**src/rtl/pfp_pkg.sv**
```systemverilog
// Shared types, constants and helpers for the plane-from-three-points pipeline.
`default_nettype none
package pfp_pkg;

  // Default parameter values
  localparam int COORD_BITS_DEF = 12;
  localparam int FRAC_BITS_DEF  = 15;

  // Fixed datapath widths
  localparam int SQ_W       = 64;   // normalized sum of squares
  localparam int ROOT_W     = 32;   // integer square root of SQ_W bits
  localparam int ROOT_STEPS = 32;   // one result bit per root cell
  localparam int K_W        = 5;    // normalize shift count, 0..31
  localparam int LANES      = 4;    // three normal lanes and the offset lane
  localparam int OFF_LANE   = 3;
  localparam int NORM_W     = 16;
  localparam int OFF_W      = 28;

  // Output limits
  localparam longint NORM_MAX     = 64'd32767;
  localparam longint NORM_MIN_MAG = 64'd32768;
  localparam longint OFF_MAX      = 64'd134217727;
  localparam longint OFF_MIN_MAG  = 64'd134217728;

  // Control word that travels with every request down the chain
  typedef struct packed {
    logic       vld;
    logic       zero;     // cross product is zero
    logic [2:0] neg_c;    // sign of each cross product component
    logic       dot_pos;  // c . first is strictly positive
  } pfp_ctl_t;

  // Apply sign to a magnitude, clamping against the positive limit or the
  // magnitude of the negative limit; two's complement result.
  function automatic logic [63:0] sat_apply(input logic [63:0] mag, input logic neg,
                                            input logic [63:0] hi, input logic [63:0] lom);
    logic [63:0] m;
    if (neg) begin
      m = (mag > lom) ? lom : mag;
      return -m;
    end else begin
      return (mag > hi) ? hi : mag;
    end
  endfunction

endpackage
`default_nettype wire

```
**src/rtl/pfp_norm_stage.sv**
```systemverilog
// One normalize step: shift the sum of squares left by a fixed even amount when its top is clear.
`default_nettype none
module pfp_norm_stage import pfp_pkg::*; #(
  parameter int QS     = 1,
  parameter int SIDE_W = 1
) (
  input  wire logic              clk_i,
  input  wire logic              rst_ni,
  input  wire pfp_ctl_t          ctl_i,
  input  wire logic [SQ_W-1:0]   sq_i,
  input  wire logic [K_W-1:0]    k_i,
  input  wire logic [SIDE_W-1:0] side_i,
  output pfp_ctl_t               ctl_o,
  output logic [SQ_W-1:0]        sq_o,
  output logic [K_W-1:0]         k_o,
  output logic [SIDE_W-1:0]      side_o
);

  localparam int SHW = 2 * QS;

  pfp_ctl_t          ctl_q;
  logic [SQ_W-1:0]   sq_q;
  logic [K_W-1:0]    k_q;
  logic [SIDE_W-1:0] side_q;
  logic              hit;

  // top SHW bits all zero: shifting keeps the value in range
  assign hit = (sq_i[SQ_W-1 -: SHW] == '0);

  always_ff @(posedge clk_i or negedge rst_ni) begin
    if (!rst_ni) begin
      ctl_q <= '0;
    end else begin
      ctl_q <= ctl_i;
    end
  end

  always_ff @(posedge clk_i) begin
    sq_q   <= hit ? (sq_i << SHW) : sq_i;
    k_q    <= hit ? (k_i + K_W'(QS)) : k_i;
    side_q <= side_i;
  end

  assign ctl_o  = ctl_q;
  assign sq_o   = sq_q;
  assign k_o    = k_q;
  assign side_o = side_q;

endmodule
`default_nettype wire

```
**config.mk**
```make
export PLATFORM = sky130hd
export DESIGN_NAME = pfp_norm_stage
export DESIGN_NICKNAME = d
export VERILOG_FILES = /design/src/rtl/pfp_pkg.sv /design/src/rtl/pfp_norm_stage.sv
export SDC_FILE = /design/constraint.sdc
export NUM_CORES = 1
export LEC_CHECK = 0
export BUFFER_PORTS_ARGS = -buffer_cell sky130_fd_sc_hd__buf_2
export CORE_ASPECT_RATIO = 0.5
export CORE_UTILIZATION = 43
export CTS_BUF_LIST = sky130_fd_sc_hd__clkbuf_8
export DETAILED_ROUTE_END_ITERATION = 10
export PLACE_DENSITY = 0.81
export SKIP_LAST_GASP = 1
export SLEW_MARGIN = 40
export SYNTH_ARGS = -nofsm -noshare
export SYNTH_HDL_FRONTEND = slang
export SYNTH_SLANG_ARGS = --single-unit
```
**constraint.sdc**
```tcl
create_clock -name clk_i -period 0.8 [get_ports clk_i]
set_input_delay 0.12 -clock clk_i [delete_from_list [all_inputs] [get_ports clk_i]]
set_output_delay 0.12 -clock clk_i [all_outputs]
set_load 0.005 [all_outputs]
```
==> summary.txt <==
Place
  – Placed instance area: 0.003304 mm²
  – Port Buffers: 153
  – Placed instance count: 381
  – Dpl hpwl: 4.061 mm
  – Gp weighted congestion: a little under 0.7

STA
  – Setup total negative slack: -8392 ps
  – Max Freq: between 1 and 1.5 GHz
  – Worst slew margin: 83.94%
  – Worst setup margin: -171.5 ps
  – Final Critical Period: about 970 ps
  – Hold slack: approximately 22 ps
  – Setup violations, final: 132
  – Tightest Pin Transition: approximately 240 ps
  – Max Slew Vio Count: 0
  – Endpoints failing hold: 0
  – Unrepaired setup endpoints after global routing: yes
  – Final period utilization: 121.4%

Layout
  – FF+latch area: 0.001590 mm²
  – Footprint of the multi-input gates: 829.5 µm²
  – Syn-to-layout area delta: 77.92%
  – Fillers: between 200 and 300
  – ANT cells: 0
  – Post-Layout Cell Count: 449
  – Final Util: 83.07%
  – Post-route cell area: 0.004265 mm²
  – Layout Nets: 453
  – Layout cell share with drive strength beyond 1: roughly two thirds

Worst setup path
  – CP Class: reg2out
  – Cell breakdown of the critical path: buf_2
  – WP data arrival: about 850 ps
  – CP max-delay cell: dfrtp_1
  – Delay of the slowest critical-path stage: 380 ps
  – Required @ worst endpoint: 680 ps
  – CP top delay family: flip-flops
  – CP endpoint kind: output pin
  – CP max FO: 1
  – WP buf/inv: 1
  – Startpoint Class: flop

Logic synthesis
  – Seq/Total Area, Yosys: 64.72%
  – Post-synth EDFFs: 0
  – Share of the synthesized area in the top cell type: between 50% and 60%
  – Largest area contributor in the netlist: dfxtp_1
  – Syn avg cell area: 14.98 µm²
  – Netlist Area Pre-Place: 0.002397 mm²
  – Yosys reg bits: 76
  – Net Count, Synth: between 200 and 250
  – Synth top cells by count: dfxtp_1, mux2_2, dfrtp_1
  – Syn. warnings: 0
  – Yosys cell types: 15
  – Area contributors post-synth: dfxtp_1, mux2_2, dfrtp_1, buf_6, xnor2_1
  – Predominant post-synthesis flop cell: dfxtp_1
  – Ys async rst share: 7.895%
  – Cells after synthesis: between 150 and 200
  – Most common cell in the netlist: dfxtp_1

Outcome
  – Failing checks: negative setup slack
  – Outcome: finished with violations

Die
  – Die area: 0.005896 mm²
  – DIE WIDTH: 107.6 µm
  – Boundary Pins: 154
  – Starting Density: between 40% and 50%
  – Die height: about 55 µm
  – Core area: 0.005135 mm²
  – Cell Rows: 18

Clock tree
  – # Post-CTS Setup Buffers: 0
  – Worst-path clk slew: 70 ps
  – CTS buffer count: 9
  – CTS Buffer Depth: 2
  – Clock Sinks: between 70 and 80
  – Root Driver: clkbuf_8
  – H-tree depth: 3
  – CTS tree: done

Drt
  – Final ANT Viol Nets: 0
  – DR WL/cell: 16.43 µm
  – Via/cell ratio: 4.612
  – 1st-iter DRT viols: 45
  – Drt pass-1 iters: 4
  – Via Count: between 2k and 2.5k
  – Total Routed Length: 7.376 mm
  – DRC violations left: 0

Global routing
  – Initial antenna violation count: 0
  – Total GRT Usage: around a quarter
  – First-pass GRT wire length: 9.804 mm
  – Largest net degree at the start of global routing: 42
  – Vias in the first global route: roughly 2.1k
  – Total gr overflow: 0

Power and ir drop
  – Peak VDD IR: between 1 and 1.5 mV
  – Pwr dens: roughly 1900 mW/mm²
  – Leak: 2.009 nW

Worst hold path
  – HP Class: in2reg
  – WHS Path Cells: 2
  – Hold_sp: sq_i[20]
  – Hold Path End: sq_o[20]

Job
  – Max-cap violation count: 0
[how the worst max path moves through the flow]
stage                   from  endpoint  slack, ps  cells past startpoint
floorplan           sq_i[62]  sq_o[50]       -150                      4
global placement    sq_i[62]  sq_o[26]       -330                      4
detailed placement  sq_i[62]  sq_o[38]       -360                      4
CTS                 ctl_o[3]  ctl_o[3]       -180                      1
global route        ctl_o[5]  ctl_o[5]       -220                      1
finish              ctl_o[5]  ctl_o[5]       -170                      1
[where the power goes]
part	switching (W)	internal (W)	leakage, nW	total (W)
clock	0.00129	0.00116	0.101	0.00245
sequential	0.000103	0.00411	0.661	0.00421
combinational	0.000477	0.000908	1.25	0.00139
[layout by cell type, fill, tap and decap left out, types with 3 or more instances in the layout]
master           n
dfxtp_2         31
xnor2_1          3
dfrtp_1          6
buf_2          115
mux2_2          48
dfxtp_1         39
inv_1            6
buf_4            3
clkbuf_8        10
mux2_4          12
buf_6           23
dlygate4sd3_1   64
[cell type report]
class / instances / share of cell area (%)
clock buffers: 10 / 3.227
clock inverters: 6 / 0.5867
inverters: 2 / 0.1760
multi-input cells: 75 / 19.45
flip-flops and latches: 76 / 37.28
well taps: 70 / 2.053
repair buffers: 210 / 37.22
[cell families (layout without fill, tap and decap cells)]
logic type / Yosys count / after routing / share of synthesized area, %
DFF: 76 / 76 / 64.72
muxes: 60 / 60 / 28.18
buffers and inverters: 9 / 228 / 2.557
and+or+nand+nor: 7 / 7 / 1.827
xor gates and xnor gates: 4 / 4 / 1.462
AOI/OAI and AO/OA: 3 / 3 / 0.7308
adders and majority gates: 1 / 1 / 0.5218
[layer usage]
layer	GRT usage [%]	vias up	routed length (µm)
met5	0	-	0
met4	15.30	0	174
met3	7.857	18	366
met2	48.82	88	4067
met1	20.73	987	2767
li1	-	978	-
[sequential cells by signal, indices dropped and copies added (netlist names)]
name / cells
ctl_o: 6
k_o: 5
side_o: 1
sq_o: 64
[metrics by stage]
step / setup slack [ps] / total power (W)
CTS: -177.7 / 0.007943
detailed placement: -359.2 / 0.005242
floorplan: -151.3 / 0.004663
global route: -216.8 / 0.008405
global placement: -330.6 / 0.005198
finish: -171.5 / 0.008042
[repair_timing]
action / CTS / global route
hold buffers: 66 / 0
endpoints found under the setup margin: 76 / 95
gates cloned: 0 / 1
pin swaps: 0 / 0
endpoints found under the hold margin: 72 / 0
resized for setup: 4 / 52
(Power assumes the default switching activity.)
