## config.mk

```make
export PLATFORM = sky130hd
export DESIGN_NAME = pfp_div_cell
export DESIGN_NICKNAME = d
export VERILOG_FILES = /design/src/rtl/pfp_pkg.sv /design/src/rtl/pfp_div_cell.sv
export SDC_FILE = /design/constraint.sdc
export NUM_CORES = 1
export LEC_CHECK = 0
export BUFFER_PORTS_ARGS = -buffer_cell sky130_fd_sc_hd__buf_2
export CORE_MARGIN = 4
export CORE_UTILIZATION = 50
export CTS_CLUSTER_SIZE = 25
export DETAILED_ROUTE_END_ITERATION = 8
export GPL_TIMING_DRIVEN = 1
export PLACE_DENSITY = 0.84
export RECOVER_POWER = 50
export SLEW_MARGIN = 25
export SYNTH_ARGS = -nofsm -noshare
export SYNTH_HDL_FRONTEND = slang
export SYNTH_SLANG_ARGS = --single-unit
```

## constraint.sdc

```tcl
create_clock -name clk_i -period 0.8 [get_ports clk_i]
set_input_delay 0 -clock clk_i [delete_from_list [all_inputs] [get_ports clk_i]]
set_output_delay 0 -clock clk_i [all_outputs]
set_load 0.05 [all_outputs]
```

## src/rtl/pfp_pkg.sv

```systemverilog
// Shared types, constants and helpers for the plane-from-three-points pipeline.
`default_nettype none
package pfp_pkg;

  // Default parameter values
  localparam int COORD_BITS_DEF = 12;
  localparam int FRAC_BITS_DEF  = 15;

  // Fixed datapath widths
  localparam int SQ_W       = 64;   // normalized sum of squares
  localparam int ROOT_W     = 32;   // integer square root of SQ_W bits
  localparam int ROOT_STEPS = 32;   // one result bit per root cell
  localparam int K_W        = 5;    // normalize shift count, 0..31
  localparam int LANES      = 4;    // three normal lanes and the offset lane
  localparam int OFF_LANE   = 3;
  localparam int NORM_W     = 16;
  localparam int OFF_W      = 28;

  // Output limits
  localparam longint NORM_MAX     = 64'd32767;
  localparam longint NORM_MIN_MAG = 64'd32768;
  localparam longint OFF_MAX      = 64'd134217727;
  localparam longint OFF_MIN_MAG  = 64'd134217728;

  // Control word that travels with every request down the chain
  typedef struct packed {
    logic       vld;
    logic       zero;     // cross product is zero
    logic [2:0] neg_c;    // sign of each cross product component
    logic       dot_pos;  // c . first is strictly positive
  } pfp_ctl_t;

  // Apply sign to a magnitude, clamping against the positive limit or the
  // magnitude of the negative limit; two's complement result.
  function automatic logic [63:0] sat_apply(input logic [63:0] mag, input logic neg,
                                            input logic [63:0] hi, input logic [63:0] lom);
    logic [63:0] m;
    if (neg) begin
      m = (mag > lom) ? lom : mag;
      return -m;
    end else begin
      return (mag > hi) ? hi : mag;
    end
  endfunction

endpackage
`default_nettype wire

```

## src/rtl/pfp_div_cell.sv

```systemverilog
// One quotient bit of restoring division for all four lanes against the shared root.
`default_nettype none
module pfp_div_cell import pfp_pkg::*; #(
  parameter int QW = 2
) (
  input  wire logic                         clk_i,
  input  wire logic                         rst_ni,
  input  wire pfp_ctl_t                     ctl_i,
  input  wire logic [ROOT_W-1:0]            root_i,
  input  wire logic [LANES-1:0][ROOT_W-1:0] rem_i,
  input  wire logic [LANES-1:0][QW-1:0]     dq_i,
  output pfp_ctl_t                          ctl_o,
  output logic [ROOT_W-1:0]                 root_o,
  output logic [LANES-1:0][ROOT_W-1:0]      rem_o,
  output logic [LANES-1:0][QW-1:0]          dq_o
);

  pfp_ctl_t                   ctl_q;
  logic [ROOT_W-1:0]          root_q;
  logic [LANES-1:0][ROOT_W-1:0] rem_q, rem_d;
  logic [LANES-1:0][QW-1:0]   dq_q, dq_d;
  logic [LANES-1:0][ROOT_W:0] sh, diff;
  logic [LANES-1:0]           ge;

  // shift in next dividend bit, compare, subtract; quotient bit enters at the bottom
  always_comb begin
    for (int l = 0; l < LANES; l++) begin
      sh[l]    = {rem_i[l], dq_i[l][QW-1]};
      diff[l]  = sh[l] - {1'b0, root_i};
      ge[l]    = (sh[l] >= {1'b0, root_i});
      rem_d[l] = ge[l] ? diff[l][ROOT_W-1:0] : sh[l][ROOT_W-1:0];
      dq_d[l]  = {dq_i[l][QW-2:0], ge[l]};
    end
  end

  always_ff @(posedge clk_i or negedge rst_ni) begin
    if (!rst_ni) begin
      ctl_q <= '0;
    end else begin
      ctl_q <= ctl_i;
    end
  end

  always_ff @(posedge clk_i) begin
    root_q <= root_i;
    rem_q  <= rem_d;
    dq_q   <= dq_d;
  end

  assign ctl_o  = ctl_q;
  assign root_o = root_q;
  assign rem_o  = rem_q;
  assign dq_o   = dq_q;

endmodule
`default_nettype wire

```

==> results.cfg, run 1 <==
[die]
num_rows = 56
initial_utilization_pct = 51.30
die-width_um = 163.9
die_h_um = 163.9
io_pins = 350

[synthesis]
ys_warn_count = 0
yosysTopAreaCellShare_pct = 27.68
yosysSeqAreaShare_pct = 28.92
synthArstFlopShare_pct = 3.448
ys_ff_latch = 174
synth_common_cells = dfxtp_1 (168), a21oi_1 (162), nor2_1 (139), ha_1 (128), nand2_1 (89)
syn_inst = 1451
synth.avg_cell_area_um2 = 8.373
post_synth_num_cell_types = 76
synth_area_leaders = dfxtp_1 (28%), ha_1 (13%), a21oi_1 (6.7%), mux2_2 (5.3%), nor2_1 (4.3%)
synth_area_um2 = 12150
yosys.cell_count.top_type = dfxtp_1
ys.flop_type = dfxtp_1
synth_top_area_cell = dfxtp_1
synthesis.nets = 1759
synth-edff-count = 0

[status]
status = stopped before the end
firstError = [ERROR DPL-0038] Utilization greater than 100%, impossible to legalize
failing_step = clock tree synthesis (4_1_cts)

[place]
io_buffer_count = 349
post-dp-hpwl_um = 40240
gp_congestion = 1.026
dp.cells = 2514

[clock_tree]
h-tree-depth = 4
cts_resized = 968
cts-buffers-inserted = 17
clock_path_buffers = 2
cts.sinks = 174
cts_root_buffer = clkbuf_16
postCtsHoldBufs = 169
cts_setup_buffers = 92
kinds of logic after synthesis:
| logic type | share of synthesized area (%) |
|---|---|
| xor+xnor | 6.993 |
| compound gates | 24.91 |
| simple gates | 15.59 |
| flops | 28.92 |
| buf+inv | 4.212 |
| fa+ha+maj | 13.84 |
| mux | 5.530 |
per-stage QoR:
stage | worst slack, ps | instance area (um2) | setup TNS [ps] | util [%]
2_1_floorplan | -1544 | 12520 | -182860 | -
3_3_place_gp | -1929 | 17910 | -236700 | 75.62
3_5_place_dp | -2041 | 17910 | -245990 | 75.62
==> run 2: changes to the inputs <==
Settings changed: CORE_UTILIZATION 50 to 35, CTS_CLUSTER_SIZE 25 to not set, PLACE_DENSITY 0.84 to not set, PLACE_DENSITY_LB_ADDON set to 0.15.
==> run 2 against run 1 <==
Effect of this change: the flow now finishes, with violations (hold timing, setup timing); synthesized cell count is the same; synthesized area is the same.
==> results.cfg, run 2 <==
[die]
die_area_um2 = 37760
num_rows = 67
initial_utilization_pct = 35.87
io_pins = 350
core_um2 = 33870
die-width_um = 194.3
die_h_um = 194.3

[power_and_ir_drop]
p_sw_share_pct = 41.56
seqPwrFrac_pct = 25.4
total_power_mw = 42.59
p_leak_nw = 10.95
combPwrFrac_pct = 53.6
switchingPower_mw = 17.70
vdd_drop_max_mv = 1.584
p_int_mw = 24.89
clkPwrFrac_pct = 21.0
powerDensity_nw_per_um2 = 1846

[global_route]
grt_max_degree = 33
grt_pass1_wl_um = 82460
top_usage_layer = met2
grtUsageMet2_pct = 46.69
grt_use_met1_pct = 35.15
grt_pass1_vias = 15290
overflow = 0
grt.total_usage_pct = 27.60
antenna_found_initial = 2
grt_util_met3_pct = 4.190

[finish]
area_growth_pct = 89.84
final_nets = 2811
multi_input_area_um2 = 9532
final-seq-area_um2 = 3538
final_common_cell = buf_4
final_cell_mix = buf_4 (516), buf_2 (321), dlygate4sd3_1 (170)
design_area_um2 = 23060
largest_reg_flops = 128
num-fill-cells = 2676
drive_gt1_share_pct = 48.93

[critical_path]
cp_data_arrival_time_ps = 2670
worst-setup-path-type = in2reg
worst_setup_path_start_kind = primary input
cp-end-kind = flop
critPathMaxFanout = 4
worstPathRequired_ps = 1200

[synthesis]
synth_common_cells = dfxtp_1 (168), a21oi_1 (162), nor2_1 (139), ha_1 (128), nand2_1 (89)
synth_area_um2 = 12150
post_synth_num_cell_types = 76
synth_top_area_cell = dfxtp_1
yosysSeqAreaShare_pct = 28.92
yosysTopAreaCellShare_pct = 27.68
synth_area_leaders = dfxtp_1 (28%), ha_1 (13%), a21oi_1 (6.7%), mux2_2 (5.3%), nor2_1 (4.3%)
synthesis.nets = 1759
synthArstFlopShare_pct = 3.448
ys_ff_latch = 174
ys_warn_count = 0
yosys.cell_count.top_type = dfxtp_1
ys.flop_type = dfxtp_1
syn_inst = 1451
synth-edff-count = 0
synth.avg_cell_area_um2 = 8.373

[place]
gp_congestion = 0.9362
post-dp-hpwl_um = 40390
io_buffer_count = 349
placed_cell_area_um2 = 18420

[sta]
tightest_slew_ps = 494.3
max_freq_ghz = 0.4408
finalCritPeriodShare_pct = 283.6
rsz0062_at_grt = yes
whs_ps = -175.5
setup_ws_ps = -1469
slew_headroom_pct = 67.01
finalHoldViolations = 4
slew_violations = 0
min_period_ps = 2269
finalSetupViolCount = 306

[clock_tree]
h-tree-depth = 4
cts_tree = done
cts.sinks = 174
clk_pin_slew_worst_paths_ps = 70
cts-buffers-inserted = 17
clock_path_buffers = 2
cts_root_buffer = clkbuf_16

[detailed_routing]
ant_nets = 0
finalWirelength_um = 56840
drtIter0Drc = 802
wire_per_inst_um = 19.16
routed_via_density = 5.177
vias = 15360
drc = 0
dr.pass1.iters = 6

[status]
status = finished, violations left
failed_checks = hold timing, setup timing

[min_path]
hp-class = in2reg

[run]
maxCapViolCount = 0
run 2: per-layer routing:
metal | share of wire [%] | up-vias
met2 | 48 | 575
met4 | 4.2 | 0
met5 | 0 | -
met1 | 42 | 7228
met3 | 5.7 | 118
li1 | - | 7438
run 2: worst paths after layout:
| check | start | to | slack [ps] | cells past startpoint |
|---|---|---|---|---|
| worst max-delay path | root_i[2] | rem_o[61] | -1470 | 14 |
| worst min-delay path | dq_i[3] | rem_o[32] | -180 | 3 |
| min in group asynchronous | rst_ni | ctl_o[2] | 480 | 3 |
| max in group asynchronous | rst_ni | ctl_o[4] | 110 | 3 |
run 2: cell families after synthesis:
family          count (synthesis)  synth area share, %
flops                         174                28.92
xor+xnor                       97                6.993
compound gates                469                24.91
fa+ha+maj                     132                13.84
simple gates                  395                15.59
buf+inv                       124                4.212
mux                            60                5.530
run 2: cell type report:
| cell class | instances | area share (%) |
|---|---|---|
| clock buffer | 21 | 2.045 |
| antenna | 3 | 0.03255 |
| timing repair buffer | 1093 | 36.96 |
| clock inverter | 11 | 0.5642 |
| tap | 448 | 2.430 |
| inverter | 64 | 1.297 |
| multi-input combinational | 1153 | 41.33 |
| sequential | 174 | 15.34 |
run 2: worst max-delay path: stages:
cell and delay [ps]:
buf_8 80, clkinvlp_4 140, buf_4 200, buf_4 170, ha_4 300, o21a_1 110, o31a_1 160, o31a_1 250
a31oi_2 150, buf_4 160, o31a_1 300, and3_1 210, o31ai_2 270, o21a_1 170
run 2: repair_timing:
action	in CTS	in global routing
hold endpoints to repair	176	5
endpoints found under the setup margin	306	306
resized for setup	185	177
buffers inserted	49	28
pin swaps	33	44
hold buffers	169	2
gates cloned	2	2
run 2: metrics by stage:
stage                     setup slack (ps)  util (%)  instances  setup TNS [ps]  hold slack (ps)
after floorplan                      -1544         -       1451         -182860           -295.6
after global placement               -2120     54.39       2688         -249600           -177.6
after detailed placement             -2077     54.39       2688         -252430           -174.0
after CTS                            -1457     65.19       2938         -216950           -375.7
after global routing                 -1546     68.09       2966         -231690           -182.8
final                                -1469     68.10       2967         -218500           -175.5
run 2: power groups by stage:
stage	logic (mW)	registers [mW]	clock network (mW)
after floorplan	6.69	16.4	0
final	22.8	10.8	8.95
after CTS	21.5	10.8	9.08
after detailed placement	19.3	10.8	0
after global routing	24.1	10.9	9.42
after global placement	19.2	10.9	0
Power figures use the tool's default switching activity.
