File: config.mk
export PLATFORM = sky130hd
export DESIGN_NAME = pfp_sqrt_cell
export DESIGN_NICKNAME = d
export VERILOG_FILES = /design/src/rtl/pfp_pkg.sv /design/src/rtl/pfp_sqrt_cell.sv
export SDC_FILE = /design/constraint.sdc
export NUM_CORES = 1
export LEC_CHECK = 0
export BUFFER_PORTS_ARGS = -buffer_cell sky130_fd_sc_hd__buf_2
export CORE_MARGIN = 4
export CORE_UTILIZATION = 50
export DETAILED_ROUTE_END_ITERATION = 12
export PLACE_DENSITY = 0.81
export SLEW_MARGIN = 20
export SYNTH_ARGS = -nofsm -noshare
export SYNTH_HDL_FRONTEND = slang
export SYNTH_SLANG_ARGS = --single-unit
File: constraint.sdc
create_clock -name clk_i -period 0.8 [get_ports clk_i]
set_clock_uncertainty 0.2 [all_clocks]
set_input_delay 0.08 -clock clk_i [delete_from_list [all_inputs] [get_ports clk_i]]
set_output_delay 0.08 -clock clk_i [all_outputs]
set_load 0.01 [all_outputs]
File: src/rtl/pfp_pkg.sv
// Shared types, constants and helpers for the plane-from-three-points pipeline.
`default_nettype none
package pfp_pkg;

  // Default parameter values
  localparam int COORD_BITS_DEF = 12;
  localparam int FRAC_BITS_DEF  = 15;

  // Fixed datapath widths
  localparam int SQ_W       = 64;   // normalized sum of squares
  localparam int ROOT_W     = 32;   // integer square root of SQ_W bits
  localparam int ROOT_STEPS = 32;   // one result bit per root cell
  localparam int K_W        = 5;    // normalize shift count, 0..31
  localparam int LANES      = 4;    // three normal lanes and the offset lane
  localparam int OFF_LANE   = 3;
  localparam int NORM_W     = 16;
  localparam int OFF_W      = 28;

  // Output limits
  localparam longint NORM_MAX     = 64'd32767;
  localparam longint NORM_MIN_MAG = 64'd32768;
  localparam longint OFF_MAX      = 64'd134217727;
  localparam longint OFF_MIN_MAG  = 64'd134217728;

  // Control word that travels with every request down the chain
  typedef struct packed {
    logic       vld;
    logic       zero;     // cross product is zero
    logic [2:0] neg_c;    // sign of each cross product component
    logic       dot_pos;  // c . first is strictly positive
  } pfp_ctl_t;

  // Apply sign to a magnitude, clamping against the positive limit or the
  // magnitude of the negative limit; two's complement result.
  function automatic logic [63:0] sat_apply(input logic [63:0] mag, input logic neg,
                                            input logic [63:0] hi, input logic [63:0] lom);
    logic [63:0] m;
    if (neg) begin
      m = (mag > lom) ? lom : mag;
      return -m;
    end else begin
      return (mag > hi) ? hi : mag;
    end
  endfunction

endpackage
`default_nettype wire

File: src/rtl/pfp_sqrt_cell.sv
// One bit of the integer square root; hands remainder, partial root and side data on.
`default_nettype none
module pfp_sqrt_cell import pfp_pkg::*; #(
  parameter int STEP   = 0,
  parameter int SIDE_W = 1
) (
  input  wire logic              clk_i,
  input  wire logic              rst_ni,
  input  wire pfp_ctl_t          ctl_i,
  input  wire logic [SQ_W-1:0]   x_i,
  input  wire logic [SQ_W-1:0]   res_i,
  input  wire logic [SIDE_W-1:0] side_i,
  output pfp_ctl_t               ctl_o,
  output logic [SQ_W-1:0]        x_o,
  output logic [SQ_W-1:0]        res_o,
  output logic [SIDE_W-1:0]      side_o
);

  localparam logic [SQ_W-1:0] BIT = SQ_W'(1) << (SQ_W - 2 - 2 * STEP);

  pfp_ctl_t          ctl_q;
  logic [SQ_W-1:0]   x_q, x_d;
  logic [SQ_W-1:0]   res_q, res_d;
  logic [SIDE_W-1:0] side_q;
  logic [SQ_W-1:0]   trial;

  // trial subtract of res + bit
  always_comb begin
    trial = res_i + BIT;
    if (x_i >= trial) begin
      x_d   = x_i - trial;
      res_d = (res_i >> 1) + BIT;
    end else begin
      x_d   = x_i;
      res_d = res_i >> 1;
    end
  end

  always_ff @(posedge clk_i or negedge rst_ni) begin
    if (!rst_ni) begin
      ctl_q <= '0;
    end else begin
      ctl_q <= ctl_i;
    end
  end

  always_ff @(posedge clk_i) begin
    x_q    <= x_d;
    res_q  <= res_d;
    side_q <= side_i;
  end

  assign ctl_o  = ctl_q;
  assign x_o    = x_q;
  assign res_o  = res_q;
  assign side_o = side_q;

endmodule
`default_nettype wire

==> results of run 1 <==
-- through the flow --
stage               hold slack, ns  setup TNS (ns)  area [sq um]  cells   util
CTS                         -0.440         -156.17         14000   1726  0.960
detailed placement          -0.295         -155.31         10800   1546  0.739
global placement            -0.297         -146.68         10800   1546  0.739
floorplan                   -0.416         -125.72          7570    892      -
-- repair_timing --
item	4_1_cts
endpoints found under the hold margin	141
gates resized for setup	284
setup buffers	46
cloned	11
pin swaps	32
setup endpoints to repair	201
hold buffers	91
-- synth_stat cells, types with 11 or more instances --
library cell	number
sky130_fd_sc_hd__nor3_1	11
sky130_fd_sc_hd__nand3_1	14
sky130_fd_sc_hd__nand2_1	52
sky130_fd_sc_hd__and3_1	13
sky130_fd_sc_hd__clkbuf_1	25
sky130_fd_sc_hd__a21oi_1	111
sky130_fd_sc_hd__inv_1	78
sky130_fd_sc_hd__o21ai_0	40
sky130_fd_sc_hd__xnor2_1	36
sky130_fd_sc_hd__nand4_1	18
sky130_fd_sc_hd__o21bai_1	11
sky130_fd_sc_hd__nor2_1	82
sky130_fd_sc_hd__a21o_1	49
sky130_fd_sc_hd__buf_2	11
sky130_fd_sc_hd__dfxtp_1	129
sky130_fd_sc_hd__ha_1	64
sky130_fd_sc_hd__xor2_1	20
-- cell families after synthesis --
group | after synthesis
compound gates | 272
xor+xnor | 56
fa+ha+maj | 65
buf+inv | 115
flops | 135
mux | 15
simple gates | 234
==> results, run 1 <==
- The warning count from the yosys run is 0.
- After the last repair the worst path ends at a register input.
- The post-placement setup slack is -2.46 ns.
- The number of nets produced by synthesis is between 1000 and 1500.
- The stage where the run ended is global routing.
- The run stopped with a tool error.
- Row generation in the floorplan step produced 44 rows.
- Of the total synthesized cell area, the portion taken by AND, OR, NAND and NOR gates is 0.151.
- Detailed placement finished with a half-perimeter wire length of between 15000 and 20000 um.
- After synthesis, the mean cell area works out to ~8.4 sq um.
- The largest family of logic cells by synthesized area is compound AO/OA/AOI/OAI gates.
- The global placement routability congestion is 0.934.
- The port buffer count is between 200 and 300.
- The portion of synthesized area spent on multiplexers is 0.0224.
- The die span in y is between 100 and 150 um.
- The post-synthesis cell count is 892.
- The count of H-tree levels built during CTS is 4.
- Summed over all instances, the cell type with the most area after synthesis is sky130_fd_sc_hd__dfxtp_1.
- The share of synthesized area in the top cell type comes to 0.344.
- In this run the deepest clock path goes through 2 buffers.
- From left edge to right edge, the die measures 130 um.
- TritonCTS created 17 clock buffers.
- 272 I/O pins were placed.
- For this run, the register share of the synthesized area comes to 0.364.
- After global-route timing repair, the worst endpoint was x_o[60]$_DFF_P_/D.
- The synthesized netlist occupies a cell area of between 7000 and 8000 sq um.
- The number of different library cells in the post-synthesis netlist is just under 60.
- By area the synthesized netlist is led by sky130_fd_sc_hd__dfxtp_1 34%, sky130_fd_sc_hd__ha_1 11%, sky130_fd_sc_hd__a21oi_1 7.4%, sky130_fd_sc_hd__a21o_1 4.9%, sky130_fd_sc_hd__xnor2_1 4.2%.
- For this configuration, the core starts out at a cell density of 0.514.
- Counting flops with a built-in enable in the synthesized netlist gives 0.
- Of the total synthesized cell area, the portion taken by XOR and XNOR cells is 0.0654.
- Synthesis inferred ~140 register bits.
- The compound-cell area share of the yosys netlist came to 0.227.
- The tree built by TritonCTS fans out to 135 sinks.
- The post-synthesis async set-or-reset flop share is 0.0444.
- The tool reported: "[ERROR DPL-0038] Utilization greater than 100%, impossible to legalize".
- Entering global routing, the biggest net connects 17 pins.
- The most used flip-flop cell after synthesis is sky130_fd_sc_hd__dfxtp_1.
- The root buffer cell is sky130_fd_sc_hd__clkbuf_16.
- The adder and majority gate portion of the synthesized area is 0.109.
==> run 2, diff against run 1 <==
--- a/config.mk
+++ b/config.mk
@@ -7,9 +7,9 @@
 export LEC_CHECK = 0
 export BUFFER_PORTS_ARGS = -buffer_cell sky130_fd_sc_hd__buf_2
 export CORE_MARGIN = 4
-export CORE_UTILIZATION = 50
+export CORE_UTILIZATION = 35
 export DETAILED_ROUTE_END_ITERATION = 12
-export PLACE_DENSITY = 0.81
+export PLACE_DENSITY_LB_ADDON = 0.15
 export SLEW_MARGIN = 20
 export SYNTH_ARGS = -nofsm -noshare
 export SYNTH_HDL_FRONTEND = slang
==> run 2 against run 1 <==
The flow now finishes, with violations (hold timing, setup timing). Synthesized area unchanged. Synthesized cell count unchanged.
==> results, run 2 <==
- Setup repair after global routing could not meet its margin everywhere.
- The number of primary I/O pins is 272.
- The total overflow left after global routing is 0.
- The clock tree from TritonCTS is yes.
- Setup violations remaining at the end of the flow were counted as 201.
- The cell area after placement is about 11000 sq um.
- VDD sags by at most 0.00135 V.
- The commonest cells after synthesis are 129 x sky130_fd_sc_hd__dfxtp_1, 111 x sky130_fd_sc_hd__a21oi_1, 82 x sky130_fd_sc_hd__nor2_1, 78 x sky130_fd_sc_hd__inv_1, 64 x sky130_fd_sc_hd__ha_1.
- The areal power density over the cells is 1870 nW/um^2.
- The max-slew violation total from the final report is 0.
- The type of the worst setup path is input pin to flop.
- Port buffering added about 270 buffers.
- The total routing usage reported by global routing is 0.229.
- In this run, CTS created clock tree buffers numbering 17.
- STA puts the critical path data required time at approximately 0.92 ns.
- The number of nets in the final layout is between 1500 and 2000.
- The mean instance size in the synthesized netlist is between 8 and 9 sq um.
- In the final layout, the share of cells above drive strength 1 is 0.513.
- The most common cell after layout, fill and taps aside is sky130_fd_sc_hd__buf_4.
- The kind of cell with the highest combined delay along the critical path is simple AND/OR/NAND/NOR gates.
- Dividing the final minimum period by the clock period gives 3.32.
- The number of different library cells in the post-synthesis netlist is between 50 and 60.
- The largest family of logic cells by synthesized area is compound AO/OA/AOI/OAI gates.
- The compound-cell area share of the yosys netlist came to 0.227.
- The non-filler instance count after layout is 1823.
- The cell area that synthesis handed to floorplanning was between 7000 and 8000 sq um.
- In the post-synthesis netlist, the biggest area contributors are sky130_fd_sc_hd__dfxtp_1 34%, sky130_fd_sc_hd__ha_1 11%, sky130_fd_sc_hd__a21oi_1 7.4%, sky130_fd_sc_hd__a21o_1 4.9%, sky130_fd_sc_hd__xnor2_1 4.2%.
- The post-synthesis share of cell area spent on and, or, nand and nor gates is 0.151.
- The number of buffers between clock root and the deepest sink is 2.
- The final layout contains routed wiring with a total length of 29500 um.
- The total vias in the final route is roughly 9000.
- The die width is roughly 150 um.
- The flow ran to the end, but the final reports show violations.
- Dividing the detail-routed via count by the number of cells gives approximately 5.
- The number of gates on the worst path with buffers counted is 14.
- The detail-routed net length per standard cell is ~16 um.
- The portion of the post-synthesis area used by sequential elements is 0.364.
- The checks that failed: hold timing, setup timing.
- The number of sinks handled by clock tree synthesis is around 140.
- Summed over all instances, the cell type with the most area after synthesis is sky130_fd_sc_hd__dfxtp_1.
- From bottom edge to top edge, the die measures roughly 150 um.
- The number of buffers added to fix hold violations after cts is 102.
- Counting both buffers and inverters, the worst setup path holds a total of 3.
- The H-tree generated during clock tree synthesis spans 4 levels.
- In the synthesized netlist the dominant register cell turns out to be sky130_fd_sc_hd__dfxtp_1.
- For this run, the number of Yosys warnings is 0.
- The top-area cell type share of the netlist area is 0.344.
- The adder and majority gate portion of the synthesized area is 0.109.
- For this configuration, the core starts out at a cell density of 0.357.
- The global placement routability congestion is roughly 0.87.
- The number of DRC violations after detailed-routing iteration 0 is between 300 and 400.
- Once layout is done, the placed cells without fillers occupy about 14000 sq um.
- At the placement stage, the worst setup path has a slack of -2.55 ns.
- For the pin with the worst max-slew slack, the measured transition is ~0.53 ns.
- The most frequent cell after synthesis is sky130_fd_sc_hd__dfxtp_1.
- Entering global routing, the biggest net connects 17 pins.
- Once layout is complete, the utilization of the core stands at 0.689.
- The post-DP HPWL is 19800 um.
- The first TritonRoute pass finished after 4 iterations.
- The clock-pin transition on the worst setup and hold timing paths is roughly 0.07 ns.
- The worst hold slack across all endpoints is -0.301 ns.
- The worst hold path begins at x_i[7].
- The initial antenna violation count was 2.
- The total leakage power is ~7.1 nW.
- The slowest stage of the critical path belongs to the cell sky130_fd_sc_hd__or4b_4.
- In the layout the commonest cells are 250 x sky130_fd_sc_hd__buf_4, 216 x sky130_fd_sc_hd__buf_2, 102 x sky130_fd_sc_hd__dlygate4sd3_1.
- The area added between synthesis and finish is 93.1%.
- The number of flops mapped to enable cells by yosys is 0.
- In the synthesized netlist the async set-or-reset flop fraction comes to 0.0444.
- The global-route wire length before repair is between 40000 and 50000 um.
- The type of destination of the critical path is a flop.
- Headroom to the max-slew limit came out at 0.646.
- Once detail routing completed, the nets flagged for antenna violations numbered 0.
- The class of the tightest hold or removal check is input pin to flop.
- In the routed design, unresolved DRC markers number 0.
- The final hold violation count is 40.
- STA puts the critical path data arrival time at 2.78 ns.
- The layout has ~1600 filler cells.
- Static timing analysis puts the maximum clock frequency at around 0.38 GHz.
- The post-synthesis cell count is about 890.
- The sink of the worst hold path is x_o[7]$_DFF_P_.
- Across all setup checks in the final design, the least slack found is -1.86 ns.
- The root buffer cell is sky130_fd_sc_hd__clkbuf_16.
- The number of flip-flops and latches in the synthesized netlist is 135.
- Measured against the total synthesized area, the mux share comes to 0.0224.
- For the finished layout, the period the worst path requires is 2.66 ns.
- Walking the worst path, the cells encountered are buf_2 -> buf_6 -> fa_2 -> nand2b_4 -> a21oi_4 -> o41ai_4 -> nor4bb_4 -> nor3_4 -> o21ai_2 -> o41ai_4 -> buf_6 -> or4b_4 -> a21oi_2 -> nor3_2.
- The via count of the first global-routing pass is 9155.
- The cell count after placement is 1639.
- The number of nets in the synthesized netlist is 1094.
- The worst hold path stage count is 2.
- Across the run, the number of max-cap violations was 0.
- The floorplan step defined a core boundary enclosing around 21000 sq um.
- The startpoint class of the critical path is an input pin.
- Along the worst path, the maximum fanout reaches 7.
- The total die area is 23800 sq um.
- The area share of xor/xnor cells in the synthesized design is 0.0654.
- The floorplan has 53 rows.
- The final sum of negative setup slack is -159.50 ns.
- The delay of the slowest critical-path stage is about 0.47 ns.
run 2: routing by layer:
| metal | part of all wire | up-vias | GRT usage |
|---|---|---|---|
| met4 | 0.022 | 0 | 0.0711 |
| met3 | 0.062 | 42 | 0.0534 |
| met1 | 0.42 | 4129 | 0.281 |
| li1 | - | 4414 | - |
| met5 | 0 | - | 0 |
| met2 | 0.50 | 266 | 0.397 |
run 2: timing repair:
item	in CTS	in global routing
setup buffers	27	15
gates resized for setup	175	153
cloned	4	5
hold endpoints to repair	141	40
pin swaps	38	20
endpoints found under the setup margin	201	201
run 2: metrics by stage:
step	power (W)	hold slack (ns)
2_1_floorplan	0.0119	-0.416
3_3_place_gp	0.0155	-0.298
3_5_place_dp	0.0155	-0.295
4_1_cts	0.0259	-0.339
5_1_grt	0.0284	-0.307
6_report	0.0271	-0.301
run 2: power breakdown:
part	total, W	switching [W]	internal [W]
combinational	0.0106	0.00480	0.00576
sequential	0.00796	0.000309	0.00766
clock	0.00855	0.00347	0.00508
run 2: worst max path at each step:
stage / slack (ns) / to / from
after floorplan: -1.93 / x_o[60]$_DFF_P_ / res_i[16]
after global placement: -2.49 / x_o[7]$_DFF_P_ / x_i[0]
after detailed placement: -2.55 / x_o[7]$_DFF_P_ / x_i[0]
after CTS: -1.78 / x_o[60]$_DFF_P_ / res_i[0]
after global routing: -2.00 / x_o[60]$_DFF_P_ / res_i[1]
final: -1.86 / x_o[60]$_DFF_P_ / res_i[1]
run 2: area by class of cell:
class | count | area, sq um | area share
Sequential cell | 135 | 2790 | 0.192
Antenna cell | 2 | 5.00 | 0.000346
Multi-Input combinational cell | 642 | 5190 | 0.358
Timing Repair Buffer | 659 | 5220 | 0.360
Inverter | 78 | 315 | 0.0218
Clock inverter | 14 | 189 | 0.0130
Tap cell | 275 | 344 | 0.0238
Clock buffer | 18 | 439 | 0.0303
run 2: cell families (layout without fill, tap and decap cells):
group                    count (synthesis)  count (layout)
buffers and inverters                  115             769
AO/OA/AOI/OAI                          272             272
XOR/XNOR                                56              56
flip-flops                             135             135
other                                    0               2
adder cells (fa/ha/maj)                 65              65
AND/OR/NAND/NOR                        234             234
multiplexers                            15              15
Note: power is estimated with default switching activity, not from simulation.
==> run 3, diff against run 2 <==
--- a/config.mk
+++ b/config.mk
@@ -5,6 +5,7 @@
 export SDC_FILE = /design/constraint.sdc
 export NUM_CORES = 1
 export LEC_CHECK = 0
+export ABC_AREA = 1
 export BUFFER_PORTS_ARGS = -buffer_cell sky130_fd_sc_hd__buf_2
 export CORE_MARGIN = 4
 export CORE_UTILIZATION = 35
==> run 3 against run 2 <==
The flow still finishes with violations (hold timing, setup timing). Sequential share of layout area down 3.1 points. Core utilization down 7.0 points. Final cell count up 55%. Fmax up 44%. Combinational power up 10%. Worst hold slack worse by 0.093 ns. Cell area up 19%. Flip-flop and latch count unchanged. Via count up 40%. Largest cell class is now multi-input gates.
==> results, run 3 <==
- Fill cells in the final layout number about 2800.
- In this run the worst path has a maximum fanout of 12.
- Among all stages on the critical path, the largest delay is contributed by sky130_fd_sc_hd__ha_4.
- The global-route track usage on met1 is 0.338.
- At the worst endpoint, the required time is 0.91 ns.
- The type of destination of the critical path is a flop.
- The share of cells above drive strength 1 is 0.356.
- From bottom edge to top edge, the die measures approximately 180 um.
- The number of flops mapped to enable cells by yosys is 0.
- The most prevalent standard cell on the critical path is sky130_fd_sc_hd__nand2_1.
- VDD sags by at most about 0.0010 V.
- After synthesis, the share of flip-flops with an asynchronous set or reset is 0.0444.
- The worst hold path stage count is 1.
- Summing internal, switching and leakage power gives 0.0282 W.
- Setup repair after global routing could not meet its margin everywhere.
- The total die area is a little over 30000 sq um.
- TritonCTS built the clock tree.
- Ranked by total cell area, the synthesized netlist is headed by sky130_fd_sc_hd__nand2_1 29%, sky130_fd_sc_hd__dfxtp_1 26%, sky130_fd_sc_hd__inv_1 15%, sky130_fd_sc_hd__ha_1 8.1%, sky130_fd_sc_hd__nor2_1 4.3%.
- The DRC violations left is 0.
- The number of nets in the final layout is between 2000 and 3000.
- The flow ran to the end, but the final reports show violations.
- The area added between synthesis and finish is 74.7%.
- The relative slew slack is 0.782.
- The final hold violation count came to 35.
- In this run the clock root is driven by a sky130_fd_sc_hd__clkbuf_16.
- Buffers inserted during clock tree synthesis total 17.
- The top cell types in the final layout, fill and taps aside, are 691 x sky130_fd_sc_hd__nand2_1, 398 x sky130_fd_sc_hd__inv_1, 303 x sky130_fd_sc_hd__buf_4.
- The worst path in the final design needs a cycle of 1.85 ns, including I/O delays and setup.
- The most frequent cell after synthesis is sky130_fd_sc_hd__nand2_1.
- The clock drives between 100 and 150 sinks.
- The data arrival at the endpoint of the critical path is a little under 2 ns.
- The predominant post-synthesis flop cell is sky130_fd_sc_hd__dfxtp_1.
- In this run the remaining antenna-violating nets after routing total 0.
- Routability-driven placement finished with a final weighted congestion of between 0.9 and 1.
- Input and output buffers added on the ports amount to between 200 and 300.
- The total routing usage reported by global routing is 0.267.
- Counting every net in the synthesized netlist gives roughly 1900.
- The initial antenna violation count is 0.
- The fmax is 0.541 GHz.
- The number of primary I/O pins is around 270.
- The most common cell after layout, fill and taps aside is sky130_fd_sc_hd__nand2_1.
- The standard-cell row count is around 60.
- The worst hold path terminates at res_o[0]$_DFF_P_.
- Final hold analysis gives a worst-case slack of -0.394 ns.
- Setup violations remaining at the end of the flow were counted as about 200.
- The longest clock path from root to sink contains 2 buffers.
- The via count of the first global-routing pass is between 10000 and 15000.
- Counting instances in the post-synthesis netlist gives the leading cell types as 762 x sky130_fd_sc_hd__nand2_1, 401 x sky130_fd_sc_hd__inv_1, 129 x sky130_fd_sc_hd__dfxtp_1, 112 x sky130_fd_sc_hd__nor2_1, 79 x sky130_fd_sc_hd__nand3_1.
- The delay of the slowest critical-path stage is approximately 0.3 ns.
- The highest-utilization routing layer at the global route stage is met2.
- In the synthesized netlist, the number of instances is between 1500 and 2000.
- In this run the cell area of the synthesized design comes to about 9800 sq um.
- In this run the power density over the cells is between 1500 and 2000 nW/um^2.
- Traced cell by cell, the critical path runs through buf_2 -> inv_1 -> ha_4 -> nand2_1 -> inv_2 -> nand2_4 -> nor3_4 -> nand2_2 -> nor3_4 -> nand2_4 -> nand2_8 -> inv_16 -> clkbuf_16 -> nand2_1 -> nand2_1.
- The iteration count of the initial detailed-routing pass is 5.
- For the pin with the worst max-slew slack, the measured transition is around 0.32 ns.
- The routing usage on met3 is 0.0327.
- The number of DRC violations after detailed-routing iteration 0 is 592.
- The mean instance size in the synthesized netlist is between 5 and 6 sq um.
- The number of flip-flops and latches in the synthesized netlist is about 140.
- The startpoint identified for the worst hold timing path is res_i[1].
- The final global-route overflow total is 0.
- In the final routed layout, each cell accounts on average for ~16 um.
- Entering global routing, the biggest net connects 28 pins.
- The checks that failed: hold timing, setup timing.
- Of the synthesized area, sequential elements account for 0.278.
- The warning count from the yosys run is 0.
- STA classifies the critical path startpoint as an input pin.
- For this design the static power due to leakage is 10.1 nW.
- The die width is between 150 and 200 um.
- The max-slew violation total from the final report is 0.
- The wire length after detailed routing is 44200 um.
- The worst path setup slack after routing is -1.05 ns.
- The area of the placeable core is between 20000 and 30000 sq um.
- The initial cell density of the core is 0.354.
- The type of the worst setup path is input pin to flop.
- The clock-pin transition on the worst setup and hold timing paths is ~0.060 ns.
- The top-area cell type share of the netlist area is 0.290.
- Across the run, the number of max-cap violations was 0.
- The first global-routing pass estimated 64100 um of wire.
- The number of different library cells in the post-synthesis netlist is 30.
- After legalization and detailed placement, the total HPWL measured approximately 35000 um.
- The total vias in the final route is around 12000.
- The largest total area in the synthesized netlist belongs to sky130_fd_sc_hd__nand2_1.
- The repair_antennas step left the layout with diodes totalling 0.
- The ratio of routed vias to standard cells is 4.38.
- CTS built an H-tree with a depth of 4.
- For this run, global-route usage on met2 was measured as 0.488.
- Dividing the final minimum period by the clock period gives 2.31.
- The min-delay analysis places its worst path in the category input pin to flop.
[run 3: final cells by class]
type	instances	area (sq um)	area share
multi-input cells	1164	6370	0.370
repair buffers	704	5420	0.315
flip-flops and latches	135	2780	0.162
inverters	407	1560	0.0905
well taps	378	473	0.0275
clock buffers	21	460	0.0268
clock inverters	11	146	0.00851
[run 3: how the worst max path moves through the flow]
stage,start,to,depth (start not counted)
CTS,x_i[0],x_o[56]$_DFF_P_,19
global placement,res_i[37],x_o[57]$_DFF_P_,13
finish,res_i[54],x_o[20]$_DFF_P_,15
global route,res_i[54],x_o[22]$_DFF_P_,15
detailed placement,res_i[43],x_o[57]$_DFF_P_,13
floorplan,x_i[0],x_o[44]$_DFF_P_,18
[run 3: cells by family (layout without fill, tap and decap cells)]
family                   after synthesis  count (layout)  synth area share
AND/OR/NAND/NOR                     1015            1015             0.418
buffers and inverters                420            1143             0.166
flip-flops                           135             135             0.278
adder cells (fa/ha/maj)               65              65            0.0834
AO/OA/AOI/OAI                         52              52            0.0268
XOR/XNOR                              32              32            0.0285
[run 3: worst max-delay path, delay by kind of cell]
family        cells  cell delay [ns]
buf+inv           5             0.53
simple gates      9             1.04
fa+ha+maj         1             0.30
[run 3: stage by stage]
step	worst slack [ns]	util	instance area [sq um]	instances	setup TNS (ns)
6_report	-1.05	0.619	17200	2820	-111.87
5_1_grt	-1.14	0.619	17200	2820	-122.70
4_1_cts	-1.03	0.576	16000	2797	-113.48
3_5_place_dp	-1.78	0.502	14000	2658	-103.08
3_3_place_gp	-1.84	0.502	14000	2658	-101.63
2_1_floorplan	-1.18	-	9910	1719	-75.77
[run 3: power breakdown]
part,switching (W),internal (W),total (W)
Clock,0.00351,0.00509,0.00860
Sequential,0.000304,0.00769,0.00800
Combinational,0.00606,0.00559,0.0117
[run 3: repair_timing]
action,in CTS,in global routing
pin swaps,2,18
hold endpoints to repair,141,39
setup buffers,3,6
gates resized for setup,91,199
hold buffers,103,10
gates cloned,1,7
endpoints found under the setup margin,201,201
[run 3: routing by layer]
metal  share of wire  vias to the layer above  wire length, um
met5               0                        -                0
met4           0.016                        0              727
met3           0.041                       39             1820
met2            0.50                      286            22200
met1            0.44                     5539            19400
li1                -                     6488                -
